File: src/sv/bgc_pkg.sv
`timescale 1ns / 1ps
// ----------------------------------------------------------------------------
// bgc_pkg
// Shared types and constants of the button gesture classifier.
// ----------------------------------------------------------------------------
package bgc_pkg;

   localparam int TICK_COUNTER_WIDTH = 16;

   localparam int CFG_WIDTH         = 16;
   localparam int CSR_DATA_WIDTH    = 32;
   localparam int CSR_ADDR_WIDTH    = 3;
   localparam int REQ_DATA_WIDTH    = 8;
   localparam int RSP_DATA_WIDTH    = 8;

   // register indexes, taken from paddr[2]
   localparam logic REG_LONG_PRESS   = 1'b0;
   localparam logic REG_DOUBLE_CLICK = 1'b1;

   localparam logic [CFG_WIDTH-1:0] LONG_PRESS_RESET   = 16'd1000;
   localparam logic [CFG_WIDTH-1:0] DOUBLE_CLICK_RESET = 16'd400;

   typedef struct packed {
      logic [CFG_WIDTH-1:0] long_press_ticks;
      logic [CFG_WIDTH-1:0] double_click_ticks;
   } cfg_type;

   // first field in the highest bit
   typedef struct packed {
      logic combo_hold;
      logic long_press;
      logic double_click;
      logic single_click;
   } event_type;

   localparam int EVENT_WIDTH = $bits(event_type);

endpackage

File: src/sv/bgc_csr.sv
`timescale 1ns / 1ps
// ----------------------------------------------------------------------------
// bgc_csr
// Configuration registers behind a simple APB-style port.
// ----------------------------------------------------------------------------
module bgc_csr (
   input  logic                                 clock,
   input  logic                                 reset,
   input  logic                                 csr_psel,
   input  logic                                 csr_penable,
   input  logic                                 csr_pwrite,
   input  logic [bgc_pkg::CSR_ADDR_WIDTH-1:0]   csr_paddr,
   input  logic [bgc_pkg::CSR_DATA_WIDTH-1:0]   csr_pwdata,
   output logic [bgc_pkg::CSR_DATA_WIDTH-1:0]   csr_prdata,
   output logic                                 csr_pready,
   output bgc_pkg::cfg_type                     cfg
);

   bgc_pkg::cfg_type cfg_ff;
   bgc_pkg::cfg_type cfg_in;
   logic             wr_en;
   logic             reg_sel;

   assign csr_pready = 1'b1;
   assign wr_en      = csr_psel & csr_penable & csr_pwrite & csr_pready;
   assign reg_sel    = csr_paddr[2];

   always_comb begin
      cfg_in = cfg_ff;
      if (wr_en) begin
         unique case (reg_sel)
            bgc_pkg::REG_LONG_PRESS:
               cfg_in.long_press_ticks = csr_pwdata[bgc_pkg::CFG_WIDTH-1:0];
            bgc_pkg::REG_DOUBLE_CLICK:
               cfg_in.double_click_ticks = csr_pwdata[bgc_pkg::CFG_WIDTH-1:0];
            default: cfg_in = cfg_ff;
         endcase
      end
   end

   always_ff @(posedge clock) begin
      if (reset) begin
         cfg_ff.long_press_ticks   <= bgc_pkg::LONG_PRESS_RESET;
         cfg_ff.double_click_ticks <= bgc_pkg::DOUBLE_CLICK_RESET;
      end else begin
         cfg_ff <= cfg_in;
      end
   end

   always_comb begin
      csr_prdata = '0;
      unique case (reg_sel)
         bgc_pkg::REG_LONG_PRESS:
            csr_prdata[bgc_pkg::CFG_WIDTH-1:0] = cfg_ff.long_press_ticks;
         bgc_pkg::REG_DOUBLE_CLICK:
            csr_prdata[bgc_pkg::CFG_WIDTH-1:0] = cfg_ff.double_click_ticks;
         default: csr_prdata = '0;
      endcase
   end

   assign cfg = cfg_ff;

endmodule

File: src/sv/bgc_core.sv
`timescale 1ns / 1ps
// ----------------------------------------------------------------------------
// bgc_core
// Gesture state registers and the per-tick next-state and event logic.
// ----------------------------------------------------------------------------
module bgc_core #(
   parameter int TICK_COUNTER_WIDTH = bgc_pkg::TICK_COUNTER_WIDTH
) (
   input  logic                 clock,
   input  logic                 reset,
   input  bgc_pkg::cfg_type     cfg,
   input  logic                 tick_valid,
   input  logic                 button_level,
   input  logic                 manual_button_level,
   input  logic                 standby,
   output bgc_pkg::event_type   events
);

   localparam int W     = TICK_COUNTER_WIDTH;
   localparam int CMP_W = (W > bgc_pkg::CFG_WIDTH) ? W : bgc_pkg::CFG_WIDTH;
   localparam logic [W-1:0] CNT_MAX = '1;

   logic          prev_level_ff,   prev_level_in;
   logic [W-1:0]  press_ff,        press_in;
   logic          pending_ff,      pending_in;
   logic [W-1:0]  since_ff,        since_in;
   logic          combo_run_ff,    combo_run_in;
   logic [W-1:0]  combo_ff,        combo_in;
   logic          handled_ff,      handled_in;

   logic [W-1:0]     press_adv;
   logic [W-1:0]     since_adv;
   logic [W-1:0]     combo_adv;
   logic [CMP_W-1:0] long_thr;
   logic [CMP_W-1:0] dbl_thr;
   logic             hold;
   logic             press_edge;
   logic             release_edge;

   function automatic logic [W-1:0] sat_inc(input logic [W-1:0] v);
      sat_inc = (v == CNT_MAX) ? v : v + 1'b1;
   endfunction

   assign long_thr     = CMP_W'(cfg.long_press_ticks);
   assign dbl_thr      = CMP_W'(cfg.double_click_ticks);
   assign hold         = !manual_button_level && !button_level && standby;
   assign press_edge   = prev_level_ff && !button_level;
   assign release_edge = !prev_level_ff && button_level;
   assign press_adv    = prev_level_ff ? press_ff : sat_inc(press_ff);
   assign since_adv    = pending_ff ? sat_inc(since_ff) : since_ff;
   // combo count restarts at zero on the first held tick
   assign combo_adv    = combo_run_ff ? sat_inc(combo_ff) : '0;

   always_comb begin
      events        = '0;
      prev_level_in = button_level;
      press_in      = press_adv;
      pending_in    = pending_ff;
      since_in      = since_adv;
      combo_run_in  = 1'b0;
      combo_in      = '0;
      handled_in    = handled_ff;

      if (hold) begin
         if (CMP_W'(combo_adv) >= long_thr) begin
            events.combo_hold = 1'b1;
            handled_in        = 1'b1;
         end else begin
            combo_run_in = 1'b1;
            combo_in     = combo_adv;
         end
      end

      if (press_edge) begin
         press_in   = '0;
         handled_in = 1'b0;
      end

      if (release_edge) begin
         priority if (CMP_W'(press_adv) >= long_thr) begin
            events.long_press = !handled_in;
         end else if (pending_ff && CMP_W'(since_adv) <= dbl_thr) begin
            events.double_click = 1'b1;
            pending_in          = 1'b0;
         end else begin
            pending_in = 1'b1;
            since_in   = '0;
         end
      end

      // window expiry
      if (pending_in && CMP_W'(since_in) > dbl_thr) begin
         events.single_click = 1'b1;
         pending_in          = 1'b0;
      end
   end

   always_ff @(posedge clock) begin
      if (reset) begin
         prev_level_ff <= 1'b1;
         press_ff      <= '0;
         pending_ff    <= 1'b0;
         since_ff      <= '0;
         combo_run_ff  <= 1'b0;
         combo_ff      <= '0;
         handled_ff    <= 1'b0;
      end else if (tick_valid) begin
         prev_level_ff <= prev_level_in;
         press_ff      <= press_in;
         pending_ff    <= pending_in;
         since_ff      <= since_in;
         combo_run_ff  <= combo_run_in;
         combo_ff      <= combo_in;
         handled_ff    <= handled_in;
      end
   end

endmodule

File: src/sv/button_gesture_classifier.sv
`timescale 1ns / 1ps
// ----------------------------------------------------------------------------
// button_gesture_classifier
// Single, double, long press and two-button combo detection per tick.
// ----------------------------------------------------------------------------
// One item per millisecond tick carries the sampled main and manual button
// levels and the standby flag; every item yields exactly one result item with
// four event flags. An item is taken every clock cycle while the result side
// keeps up: the gesture state updates in the cycle of acceptance and the flags
// land in a result register, and the next item is accepted while a result is
// still waiting as long as the result side takes it in the same cycle.
// Thresholds (long press and double-click window, in ticks) sit in two
// registers on the APB-style port at byte addresses 0 and 4.
module button_gesture_classifier #(
   parameter int TICK_COUNTER_WIDTH = bgc_pkg::TICK_COUNTER_WIDTH
) (
   input  logic                                 clock,
   input  logic                                 reset,
   // bit 0 button_level, bit 1 manual_button_level, bit 2 standby
   input  logic [bgc_pkg::REQ_DATA_WIDTH-1:0]   req_tdata,
   input  logic                                 req_tvalid,
   output logic                                 req_tready,
   // bit 0 single_click, bit 1 double_click, bit 2 long_press, bit 3 combo_hold
   output logic [bgc_pkg::RSP_DATA_WIDTH-1:0]   rsp_tdata,
   output logic                                 rsp_tvalid,
   input  logic                                 rsp_tready,
   input  logic                                 csr_psel,
   input  logic                                 csr_penable,
   input  logic                                 csr_pwrite,
   input  logic [bgc_pkg::CSR_ADDR_WIDTH-1:0]   csr_paddr,
   input  logic [bgc_pkg::CSR_DATA_WIDTH-1:0]   csr_pwdata,
   output logic [bgc_pkg::CSR_DATA_WIDTH-1:0]   csr_prdata,
   output logic                                 csr_pready
);

   bgc_pkg::cfg_type   cfg;
   bgc_pkg::event_type events;
   bgc_pkg::event_type result_ff, result_in;
   logic               rsp_valid_ff, rsp_valid_in;
   logic               accept;

   bgc_csr u_csr (
      .clock       (clock),
      .reset       (reset),
      .csr_psel    (csr_psel),
      .csr_penable (csr_penable),
      .csr_pwrite  (csr_pwrite),
      .csr_paddr   (csr_paddr),
      .csr_pwdata  (csr_pwdata),
      .csr_prdata  (csr_prdata),
      .csr_pready  (csr_pready),
      .cfg         (cfg)
   );

   bgc_core #(
      .TICK_COUNTER_WIDTH (TICK_COUNTER_WIDTH)
   ) u_core (
      .clock               (clock),
      .reset               (reset),
      .cfg                 (cfg),
      .tick_valid          (accept),
      .button_level        (req_tdata[0]),
      .manual_button_level (req_tdata[1]),
      .standby             (req_tdata[2]),
      .events              (events)
   );

   assign req_tready = !rsp_valid_ff || rsp_tready;
   assign accept     = req_tvalid && req_tready;

   always_comb begin
      result_in    = result_ff;
      rsp_valid_in = rsp_valid_ff;
      if (accept) begin
         result_in    = events;
         rsp_valid_in = 1'b1;
      end else if (rsp_tready) begin
         rsp_valid_in = 1'b0;
      end
   end

   always_ff @(posedge clock) begin
      if (reset) begin
         rsp_valid_ff <= 1'b0;
      end else begin
         rsp_valid_ff <= rsp_valid_in;
      end
   end

   always_ff @(posedge clock) begin
      result_ff <= result_in;
   end

   assign rsp_tvalid = rsp_valid_ff;
   assign rsp_tdata  = {(bgc_pkg::RSP_DATA_WIDTH - bgc_pkg::EVENT_WIDTH)'(0), result_ff};

endmodule

File: config.mk
export PLATFORM = sky130hd
export DESIGN_NAME = button_gesture_classifier
export DESIGN_NICKNAME = d
export VERILOG_FILES = /design/src/sv/bgc_pkg.sv /design/src/sv/bgc_csr.sv /design/src/sv/bgc_core.sv /design/src/sv/button_gesture_classifier.sv
export SDC_FILE = /design/constraint.sdc
export NUM_CORES = 1
export LEC_CHECK = 0
export BUFFER_PORTS_ARGS = -buffer_cell sky130_fd_sc_hd__buf_4
export CORE_MARGIN = 8
export CORE_UTILIZATION = 30
export DETAILED_ROUTE_END_ITERATION = 16
export PLACE_DENSITY = 0.46
export SYNTH_ARGS = -nofsm -noshare
export SYNTH_HDL_FRONTEND = slang
export SYNTH_HIERARCHICAL = 1
export SYNTH_SLANG_ARGS = --single-unit
File: constraint.sdc
create_clock -name clock -period 13.45 [get_ports clock]
set_input_delay 1.345 -clock clock [delete_from_list [all_inputs] [get_ports clock]]
set_output_delay 1.345 -clock clock [all_outputs]
set_load 0.01 [all_outputs]
==> Word-level counts from Yosys, hierarchy flattened <==
Index checks and enable logic that the tools add are counted.
{ "op_classes": {"magnitude_cmp": 4, "n_eq_ne": 3, "mux": 27, "bitwise_logic": 4, "reduce_logical": 18, "n_addsub": 3} }
{ "op_table": {"columns": ["op", "n"], "rows": [
  ["$mux 16", 12],
  ["$add 16x1->16 const B", 3],
  ["$eq 16x16->1 const B", 3],
  ["$ge 16x16->1", 2],
  ["$pmux 16 s2", 1],
  ["$gt 16x16->1", 1],
  ["$le 16x16->1", 1],
  ["$mux 1", 14],
  ["$logic_and 1x1->1", 7],
  ["$reduce_and 2->1", 3],
  ["$logic_not 1->1", 5],
  ["$and 1x1->1", 2],
  ["$not 1->1", 2],
  ["$reduce_bool 2->1", 1],
  ["$reduce_or 2->1", 1],
  ["$logic_or 1x1->1", 1]
]} }
{ "word_totals": {"wordCells": 73, "inputBits": 50, "output_inout_bits": 43, "reg_bits": 89} }

==> Longest topological paths before layout <==
Gate-level depths: netlist of the first run.
{ "logic_depth": {"depth_word": 11, "mapped_depth": 22, "depth_no_buf": 20} }

==> By module <==
Netlist of the first run, hierarchy kept.
{ "modules_own_cells": {"columns": ["mod", "cells_per_inst", "seq_area_each_um2", "area_per_inst_um2", "n_inst"], "rows": [
  ["bgc_core", 641, 1041.0, 4903.5, 1],
  ["bgc_csr", 166, 640.6, 1697.9, 1],
  ["button_gesture_classifier", 14, 140.1, 209.0, 1]
]} }

==> Least setup slack after synthesis of the first run <==
OpenSTA, ideal clock, no wires.
{ "synth_timing": {"kind": "reg-to-reg", "startpoint": "register u_core.press_ff[0]", "endpoint": "register u_core.pending_ff", "required_time_ps": 13318, "arrival_ps": 4567, "path_slack_ps": 8751, "setup_time_ps": 132, "path_buffers": 1, "path_stages_with_launch": 21, "period_less_slack_ps": 4699, "cell_sequence": "dfxtp_1 -> ha_1 -> nand4_4 -> o41a_4 -> and4_4 -> xor2_1 -> ha_1 -> and3_1 -> a221oi_1 -> a2bb2oi_1 -> nand4b_2 -> nor2b_2 -> buf_2 -> nor2_1 -> ha_1 -> nand2_1 -> nor4_1 -> o311ai_0 -> a22o_1 -> a31oi_1 -> a21oi_1"} }
{ "synth_between": {"elab_chain_cells": 9, "elab_cells_between_ends": 12, "cone_classes": "add/sub (1); order compare (2); eq/ne (1); mux (7); reduce/logical (1)"} }
{ "synth_rtl": {"columns": ["item", "line_no", "text"], "rows": [
  ["start: declaration", "bgc_core.sv:24", "logic [W-1:0] press_ff, press_in;"],
  ["start signal: assignment", "bgc_core.sv:109", "press_ff <= press_in;"],
  ["$add 16x1->16 / $eq 16x16->1 (equally long branches)", "bgc_core.sv:41", "sat_inc = (v == CNT_MAX) ? v : v + 1'b1;"],
  ["$mux 16", "bgc_core.sv:41", null],
  ["$mux 16 (*)", "bgc_core.sv:49", "assign press_adv = prev_level_ff ? press_ff : sat_inc(press_ff);"],
  ["$ge 16x16->1 (*)", "bgc_core.sv:80", "priority if (CMP_W'(press_adv) >= long_thr) begin"],
  ["$mux 16 (*)", "bgc_core.sv:80", null],
  ["$mux 16 (*)", "bgc_core.sv:79", "if (release_edge) begin"],
  ["net u_core.since_in[15]", "bgc_core.sv:26", "logic [W-1:0] since_ff, since_in;"],
  ["$gt 16x16->1 (*)", "bgc_core.sv:92", "if (pending_in && CMP_W'(since_in) > dbl_thr) begin"],
  ["$logic_and 1x1->1 (*)", "bgc_core.sv:92", null],
  ["$mux 1 (*)", "bgc_core.sv:92", null],
  ["end signal: assignment", "bgc_core.sv:110", "pending_ff <= pending_in;"],
  ["end: declaration", "bgc_core.sv:25", "logic pending_ff, pending_in;"]
]} }
The timed path passes the listed nets; every way through them passes the cells marked *.
A chain may end at the register's enable or synchronous reset.

==> Worst setup path in the final report of the first run <==
Ends and elaborated chain as after synthesis.

==> impl_results.md, run 1 <==
* Routability cong. at about 0.81
* Worst Tran Pin Value at slightly below 1 ns
* Detailed Route WL at 19,000 um
* Die width at around 170 um
* Clock latency on the worst-skew pair at 0.36 ns
* Fin crit share at 45.9%
* Initial Util at 30.4%
* R2r worst-path depth at 19
* Core area at 22,400 um^2
* HPWL after DPL at 14,200 um
* Post-synth top flop: dfxtp_1
* Sequential element share of the synthesized area at roughly a quarter
* Worst hold path type: reg -> reg
* Hold depth at 2
* Post-CTS Resized at 0
* Post-synthesis mux area share at 9.76%
* Initial drt markers at 461
* Fmax at 0.162 GHz
* Setup CP Type: reg -> reg
* Post-synth top area cell: dfxtp_1
* GR Util All Layers at 13.9%
* CTS Sinks at 89
* Most common cell in the netlist: dfxtp_1
* Routed Antenna Nets at 0
* Number of hold buffers added after CTS at 0
* Share of layout cells above drive strength 1 at 12.7%
* Area delta synth->final at 11.3%
* CP Buf/Inv Count at 0
* Row count at 55
* Reg-to-reg slack, setup at around 7.3 ns
* Total congestion overflow at 0
* Final worst clock skew at between 0.009 and 0.01 ns
* Max Fanout on Critical Path at 23
* H-tree lvl count at 3
* CP dominant cell by count: ha_1
* Critical-path cell list: ha_1 > nand4_4 > o41a_4 > and4_4 > xor2_1 > ha_1 > and3_1 > a221oi_1 > a2bb2oi_1 > nand4b_2 > nor2b_2 > nor2_1 > ha_1 > nand2_1 > nor4_1 > o311ai_0 > a22o_1 > a31oi_1 > a21oi_1
* Worst Path Arrival at approximately 6.4 ns
* Startpoint types: register
* CTS root buf: clkbuf_16
* CP peak stage delay at between 0.8 and 0.9 ns
* Tmin final at between 6 and 7 ns
* Initial antenna violation count at 0
* Antenna cell count at 0
* Mapped Cells at 821
* Maximum vdd drop at 60.1 uV
* Router iterations before antenna repair at 5
* Hold Path Sink: u_csr/cfg[20]
* Die Footprint at roughly 28,000 um^2
* Yosys cell types at 83
* Xor/xnor share of the synthesized area at 2.83%
* Post-Synth Simple-Gate Area at approximately 25%
* Die Height at 167 um
* Ys Warns at 6
* MaxCap Viol Count at 0
* Power per cell area at approximately 79 nW/um^2
* CP top delay family: simple AND/OR/NAND/NOR gates
* R2r startpoint: u_core/press_ff[0]
* RSZ-0062 raised after global routing: no
* Fin util at approximately 34%
* Final setup viols at 0
* Wirelength per Cell at between 15 and 20 um
* Largest family of logic cells by synthesized area: simple AND/OR/NAND/NOR gates
* Via-to-Cell Ratio at 5.06
* FILL cells at 2,408
* # DRC at 0
* Pleak at 3.17 nW
* Dpl ws at 7.30 ns
* Synth Area in Compound Gates at 16.1%
* PnR worst setup slack at 7.28 ns
* Worst reg2reg endpoint: u_core/pending_ff
* Post-synth EDFFs at 4
* Crit end category: register
* Top cells by area in the synthesized netlist: dfxtp_1, ha_1, mux2i_1
* Vias at around 5,800
* Status: completed
* Worst EP required at around 14 ns
* Post-CTS Setup Repair Bufs at 0
* Post-synth top cells: dfxtp_1, nor2_1, nand2_1, ha_1, nand2b_1
* Reg clk slew, reported paths at 0.08 ns
* Pin count of the biggest net entering global routing at between 70 and 80
* Async S/R FF share, synth at 0%
* Nets at 965
* Number of pins with negative max-slew slack in the final report at 0
* Port Buffer Count at 48
* Relative slew slack at around a third
* Max clock buf depth at 2
* Vias in the first global route at 5,612
* Final-report hold violation count at 0
* First-pass GRT wire length at 31,100 um
* TNS Setup at 0 ns
* Critical-path top delay cell: nor2b_2
* CTS Buf Count at 9
* CTS tree: yes
* Synth Area in Adders at 12.3%
* Synth Register Bits at 89
* Hold wc startpoint: u_csr/cfg[20]
* Area share of the largest cell type after synthesis at 25.0%
* Area of the mapped netlist at 6810 um^2
* I/O pins at 93
* Mean area per synthesized cell at 8.30 um^2
-- layer usage --
layer | vias up | global-route usage, % | part of all wire [%]
met1 | 2653 | 19.6 | 52
li1 | 2979 | - | -
met4 | 0 | 4.82 | 1.7
met2 | 110 | 20.9 | 43
met5 | - | 0 | 0
met3 | 17 | 2.22 | 3.3
-- kinds of logic (layout without fill, tap and decap cells) --
group | count (synthesis) | in the layout
AOI/OAI and AO/OA | 161 | 161
xor gates and xnor gates | 22 | 22
adders and majority gates | 67 | 67
buffers and inverters | 99 | 113
DFF | 89 | 89
muxes | 64 | 64
other | 3 | 21
and+or+nand+nor | 316 | 316
-- sequential cells by signal, indices dropped and copies added, names as in the netlist, 4 cells and up --
name	count
u_core/since_ff	16
u_csr/cfg	32
u_core/combo_ff	16
rsp_tdata	4
u_core/press_ff	16
-- area by class of cell --
| type | count | area (um^2) | share of cell area (%) |
|---|---|---|---|
| well taps | 285 | 357 | 4.70 |
| clock inverters | 7 | 63.8 | 0.842 |
| clock buffers | 9 | 225 | 2.97 |
| inverters | 48 | 180 | 2.38 |
| flip-flops and latches | 89 | 1820 | 24.0 |
| repair buffers | 49 | 368 | 4.85 |
| multi-input cells | 651 | 4570 | 60.2 |
-- through the flow --
| stage | total power, mW | cells | hold slack, ns | cell area [um^2] |
|---|---|---|---|---|
| after floorplan | 0.323 | 839 | 0.458 | 6880 |
| after global placement | 0.342 | 1122 | 0.477 | 7290 |
| final | 0.596 | 1138 | 0.494 | 7580 |
| after CTS | 0.608 | 1138 | 0.493 | 7580 |
| after global routing | 0.624 | 1138 | 0.511 | 7580 |
| after detailed placement | 0.342 | 1122 | 0.478 | 7290 |
-- how the worst max path moves through the flow --
stage,startpoint,endpoint,slack [ns],cells past startpoint
5_1_grt,u_core/press_ff[0],u_core/pending_ff,6.72,19
2_1_floorplan,u_core/press_ff[0],u_core/pending_ff,8.75,20
4_1_cts,u_core/press_ff[0],u_core/pending_ff,7.27,19
6_report,u_core/press_ff[0],u_core/pending_ff,7.28,19
3_3_place_gp,u_core/press_ff[0],u_core/pending_ff,7.32,19
3_5_place_dp,u_core/press_ff[0],u_core/pending_ff,7.30,19
-- cells in the final DEF, fill, tap and decap left out, types with 15 or more instances in the layout --
master and count:
ha_1 67, inv_1 46, dfxtp_1 85, mux2i_1 45, nor4_1 15, nand2b_1 48, mux2_2 19, nand2_1 68
conb_1 21, a21oi_1 46, buf_4 49, o21ai_0 28, nor2_1 74, nand3_1 28
-- worst reg2reg max path, cell delays in order, from the launching register on --
cell	delay [ns]
dfxtp_1	0.44
ha_1	0.42
nand4_4	0.22
o41a_4	0.58
and4_4	0.25
xor2_1	0.25
ha_1	0.31
and3_1	0.17
a221oi_1	0.27
a2bb2oi_1	0.28
nand4b_2	0.26
nor2b_2	0.83
nor2_1	0.13
ha_1	0.33
nand2_1	0.09
nor4_1	0.47
o311ai_0	0.23
a22o_1	0.26
a31oi_1	0.18
a21oi_1	0.09
-- where the power goes --
group          switching [mW]  internal, mW  leakage [nW]  total [mW]
Combinational          0.0384        0.0244          2.29      0.0628
Sequential            0.00410         0.269         0.727       0.273
Clock                   0.130         0.131         0.144       0.261
Total                   0.172         0.424          3.17       0.596
Power figures use the tool's default switching activity.
==> run 2, diff against run 1 <==
PLACE_DENSITY = 0.48   (was 0.46)
clock period = 5.6 ns   (was 13.45 ns; I/O delays follow)
==> impl_results.md, run 2 (synthesis gave the netlist of run 1 again) <==
* Detailed Route WL at 18,700 um (-1.7%)
* Worst EP required at 5.80 ns (-7.87 ns)
* Die Footprint at 27,800 um^2 (unchanged)
* Fmax at 0.196 GHz (+21%)
* Commonest non-fill, non-tap cell in the layout: dfxtp_1
* Maximum vdd drop at 126 uV (+110%)
* Wirelength per Cell at 16.3 um (-2.2%)
* Share of layout cells above drive strength 1 at 13.5% (+0.84 points)
* H-tree lvl count at 3 (unchanged)
* Vias in the first global route at 5,529 (-1.5%)
* Vias at 5,818 (+1.0%)
* Core area at 22,400 um^2 (unchanged)
* CTS Buf Count at 9 (unchanged)
* GR Util All Layers at 13.4% (-0.43 points)
* Reg clk slew, reported paths at 0.07 ns (about the same)
* Worst hold path type: in -> reg
* Critical-path top delay cell: o41a_4
* Clock latency on the worst-skew pair at 0.36 ns (about the same)
* Hold Slack at 0.452 ns (-0.0414 ns)
* Pleak at 3.20 nW (+1.1%)
* CTS tree: yes
* Number of pins with negative max-slew slack in the final report at 0 (unchanged)
* Most frequent cells in the layout: dfxtp_1, nor2_1, nand2_1
* Die width at 167 um (unchanged)
* Area delta synth->final at 12.6%
* Fin crit share at 91.1% (+45 points)
* Routability cong. at 0.830 (+2.6%)
* Antenna cell count at 0 (unchanged)
* Worst Path Arrival at 5.30 ns (-1.10 ns)
* CP top delay family: compound AO/OA/AOI/OAI gates
* CTS Sinks at 89 (unchanged)
* # DRC at 0 (unchanged)
* Status: completed
* CP Buf/Inv Count at 2 (+2)
* Final-report hold violation count at 0 (unchanged)
* Setup CP Type: reg -> reg
* Via-to-Cell Ratio at 5.09 (+0.49%)
* Power per cell area at 189 nW/um^2 (+140%)
* Initial antenna violation count at 0 (unchanged)
* Total congestion overflow at 0 (unchanged)
* Die Height at 167 um (unchanged)
* Initial drt markers at 467 (+1.3%)
* Routed Antenna Nets at 0 (unchanged)
* Total design power at 1.45 mW (+140%)
* MaxCap Viol Count at 0 (unchanged)
* Port Buffer Count at 48 (unchanged)
* RSZ-0062 raised after global routing: no
* First-pass GRT wire length at 30,300 um (-2.5%)
* Row count at 55 (unchanged)
* Startpoint types: register
* Final worst clock skew at 0.0113 ns (+0.00143 ns)
* Final setup viols at 0 (unchanged)
* CTS root buf: clkbuf_16
* Relative slew slack at 39.6% (+5.2 points)
* Router iterations before antenna repair at 5 (unchanged)
* Initial Util at 30.4% (unchanged)
* Max clock buf depth at 2 (unchanged)
* Critical-path cell list: and4_4 > nand4_4 > o41a_4 > and4_4 > xor2_1 > ha_1 > and3_1 > a221oi_1 > a2bb2oi_1 > nand4b_2 > nor2b_2 > buf_12 > nor2_1 > ha_1 > nand2_1 > nor4_1 > buf_4 > o311ai_0 > a22o_1 > a31oi_1 > a21oi_1
* HPWL after DPL at 14,000 um (-1.7%)
* Tmin final at 5.10 ns (-1.07 ns)
* CP peak stage delay at 0.58 ns (-0.25 ns)
* Max reg flops at 32 (unchanged)
* Crit end category: register
* TNS Setup at 0 ns (unchanged)
* Nets at 971 (+0.62%)
* Post-CTS Setup Repair Bufs at 0 (unchanged)
* Pin count of the biggest net entering global routing at 94 (+31%)
* I/O pins at 93 (unchanged)
* Worst Tran Pin Value at 0.905 ns (-0.0738 ns)
* Max Fanout on Critical Path at 23 (unchanged)
==> run 2: through the flow <==
stage | util, % | instances | setup WS, ns | area (um^2)
6_report | 34.2 | 1144 | 0.496 | 7670
3_5_place_dp | 32.8 | 1128 | 0.507 | 7350
4_1_cts | 34.1 | 1144 | 0.467 | 7660
3_3_place_gp | 32.8 | 1128 | 0.465 | 7350
5_1_grt | 34.2 | 1144 | 0.0590 | 7670
2_1_floorplan | - | 839 | 0.901 | 6880
==> run 2: cell type report <==
type                    count  area (um^2)
clock inverters             5         42.5
flip-flops and latches     89         1820
fillers                  2408        14800
clock buffers              11          264
inverters                  48          180
repair buffers             55          425
multi-input cells         651         4580
well taps                 285          357
==> run 2: per-layer routing <==
layer  part of all wire, %  vias up  wire, um  global-route usage [%]
li1                      -     3005         -                       -
met1                    51     2678      9600                    18.7
met2                    43      113      8050                    20.6
met3                   3.5       22       650                    2.13
met4                   1.9        0       353                    4.74
met5                     0        -         0                       0
==> run 2: worst reg2reg max path, delay by kind of cell, from the launching register on <==
kind            cells  cell delay [ns]
compound gates      7             1.71
simple gates        9             1.68
fa+ha+maj           2             0.57
flops               1             0.46
buf+inv             2             0.34
xor+xnor            1             0.19
==> run 2: what timing repair did <==
action                                  CTS  global route
hold buffers                              0             0
resized for setup                         0             2
endpoints found under the setup margin    0             1
==> run 2: worst paths after layout <==
kind              depth (start not counted)                from                 to  slack (ns)
setup / recovery                         21  u_core/press_ff[3]  u_core/pending_ff        0.50
hold / removal                            3          req_tvalid         rsp_tvalid        0.45
setup reg to reg                         21  u_core/press_ff[3]  u_core/pending_ff        0.50
hold reg to reg                           2       u_csr/cfg[10]      u_csr/cfg[10]        0.49
==> run 2: report_power, final <==
group	total, mW	internal (mW)	switching, mW
clock network	0.642	0.347	0.295
logic	0.156	0.0610	0.0949
registers	0.654	0.645	0.00868
total	1.45	1.05	0.399
==> run 3, diff against run 2 <==
CORE_UTILIZATION = 53   (was 30)
PLACE_DENSITY = 0.76   (was 0.48)
==> impl_results.md, run 3 (synthesis gave the netlist of run 1 again) <==
* Die Footprint at 16,700 um^2 (-40%)
* Initial antenna violation count at 0 (unchanged)
* Power per cell area at 194 nW/um^2 (+2.3%)
* Die width at 129 um (-22%)
* Fmax at 0.190 GHz (-2.9%)
* Final std cells w/o fill at 1,028 (-10%)
* Hold Path Sink: rsp_tvalid
* Startpoint types: register
* Commonest non-fill, non-tap cell in the layout: dfxtp_1
* Final setup viols at 0 (unchanged)
* Max Fanout on Critical Path at 23 (unchanged)
* Max clock buf depth at 2 (unchanged)
* # DRC at 0 (unchanged)
* Area delta synth->final at 10.6%
* Post-CTS Setup Repair Bufs at 0 (unchanged)
* Relative slew slack at 40.9% (+1.3 points)
* Worst Tran Pin Value at 0.886 ns (-0.0191 ns)
* Initial drt markers at 430 (-7.9%)
* Worst Path Arrival at 5.46 ns (+0.16 ns)
* R2r worst-path depth at 20 (-4.8%)
* Pin count of the biggest net entering global routing at 94 (unchanged)
* MaxCap Viol Count at 0 (unchanged)
* H-tree lvl count at 3 (unchanged)
* Tmin final at 5.26 ns (+0.154 ns)
* Antenna cell count at 0 (unchanged)
* Router iterations before antenna repair at 5 (unchanged)
* Detailed Route WL at 16,800 um (-10%)
* Number of pins with negative max-slew slack in the final report at 0 (unchanged)
* Hold depth at 3 (unchanged)
* Crit end category: register
* Row count at 41 (-25%)
* Reg clk slew, reported paths at 0.07 ns (about the same)
* CTS Buf Count at 9 (unchanged)
* GR Util All Layers at 20.3% (+6.9 points)
* Worst EP required at 5.80 ns (about the same)
* TNS Setup at 0 ns (unchanged)
* Dpl ws at 0.279 ns (-0.228 ns)
* R2r startpoint: u_core/press_ff[3]
* Vias at 5,929 (+1.9%)
* Wirelength per Cell at 16.3 um (about the same)
* Final-report hold violation count at 0 (unchanged)
* Pleak at 3.20 nW (-0.16%)
* Port Buffer Count at 48 (unchanged)
* Core area at 12,600 um^2 (-44%)
* Die Height at 129 um (-22%)
* CTS Sinks at 89 (unchanged)
* Max reg flops at 32 (unchanged)
* Vias in the first global route at 5,506 (-0.42%)
* Maximum vdd drop at 136 uV (+7.9%)
* Dpl cells at 1,012 (-10%)
* Routability cong. at 0.852 (+2.6%)
* Worst reg2reg endpoint: u_core/pending_ff
* Routed Antenna Nets at 0 (unchanged)
* Reg-to-reg slack, setup at 0.34 ns (-0.15 ns)
* Hold wc startpoint: req_tvalid
* First-pass GRT wire length at 27,200 um (-10%)
* FILL cells at 1,116 (-54%)
* CTS root buf: clkbuf_16
* Setup CP Type: reg -> reg
* Initial Util at 54.2% (+24 points)
* CTS tree: yes
* Clock latency on the worst-skew pair at 0.35 ns (about the same)
* Final Cell Area at 7530 um^2 (-1.7%)
* I/O pins at 93 (unchanged)
* Worst hold path type: in -> reg
* Via-to-Cell Ratio at 5.77 (+13%)
* Total congestion overflow at 0 (unchanged)
* Final worst clock skew at 0.00618 ns (-0.00512 ns)
* HPWL after DPL at 12,300 um (-12%)
* Share of layout cells above drive strength 1 at 13.6% (+0.047 points)
* Nets at 968 (-0.31%)
* Most frequent cells in the layout: dfxtp_1, nor2_1, nand2_1
* Fin crit share at 93.9% (+2.8 points)
* PnR worst setup slack at 0.342 ns (-0.154 ns)
* Post-DP Area at 7190 um^2 (-2.2%)
* Status: completed
run 3: cell count changes in the layout (fill, tap and decap cells not counted), sizes merged:
cell and delta:
clkinvlp -1, clkinv +1, buf -3, inv -1
bufinv +1
run 3: worst max-delay path by stage:
stage / startpoint / end / depth (start not counted)
2_1_floorplan: u_core/press_ff[0] / u_core/pending_ff / 20
3_3_place_gp: u_core/press_ff[0] / u_core/pending_ff / 20
3_5_place_dp: u_core/press_ff[0] / u_core/pending_ff / 20
4_1_cts: u_core/press_ff[0] / u_core/pending_ff / 20
5_1_grt: u_core/since_ff[5] / u_core/pending_ff / 21
6_report: u_core/press_ff[3] / u_core/pending_ff / 20
run 3: timing repair:
item                                    in CTS  in global routing
hold buffers                                 0                  0
endpoints found under the hold margin        0                  0
endpoints found under the setup margin       0                  2
gates resized for setup                      0                  5
run 3: layer usage:
layer,track usage [%],vias up,part of all wire (%)
met5,0,-,0
met4,5.74,0,1.5
met3,3.99,22,5.3
met2,32.1,138,46
met1,27.3,2782,48
li1,-,2987,-
run 3: stage by stage:
stage	hold WS [ns]	total power, mW	utilization, %
finish	0.456	1.46	59.9
global route	0.465	1.51	59.9
CTS	0.447	1.47	59.8
detailed placement	0.475	0.818	57.2
global placement	0.475	0.816	57.2
floorplan	0.458	0.777	-
run 3: area by class of cell:
class                      instances  area (um^2)  area share [%]
sequential                        89         1820            24.2
clock inverter                     5         58.8           0.781
tap                              172          215            2.86
multi-input combinational        651         4590            60.9
inverter                          48          180            2.39
clock buffer                      11          264            3.50
timing repair buffer              52          403            5.35
run 3: worst max-delay path, stage by stage, from the launching register on:
cell and delay (ns):
dfxtp_1 0.45, and4_4 0.31, nand4_4 0.16, o41a_4 0.57, and4_4 0.24, xor2_1 0.15
ha_1 0.30, and3_1 0.17, a221oi_1 0.32, a2bb2oi_1 0.31, nand4b_2 0.18, nor2b_2 0.18
buf_12 0.17, nor2_1 0.08, ha_1 0.32, nand2_1 0.11, nor4_2 0.38, o311ai_0 0.19
a22o_1 0.25, a31oi_1 0.17, a21oi_1 0.08
run 3: report_power, final:
part           total (mW)  switching (mW)  internal (mW)
Sequential          0.654         0.00796          0.646
Clock               0.653           0.266          0.387
Combinational       0.152          0.0915         0.0610
Total                1.46           0.365           1.09
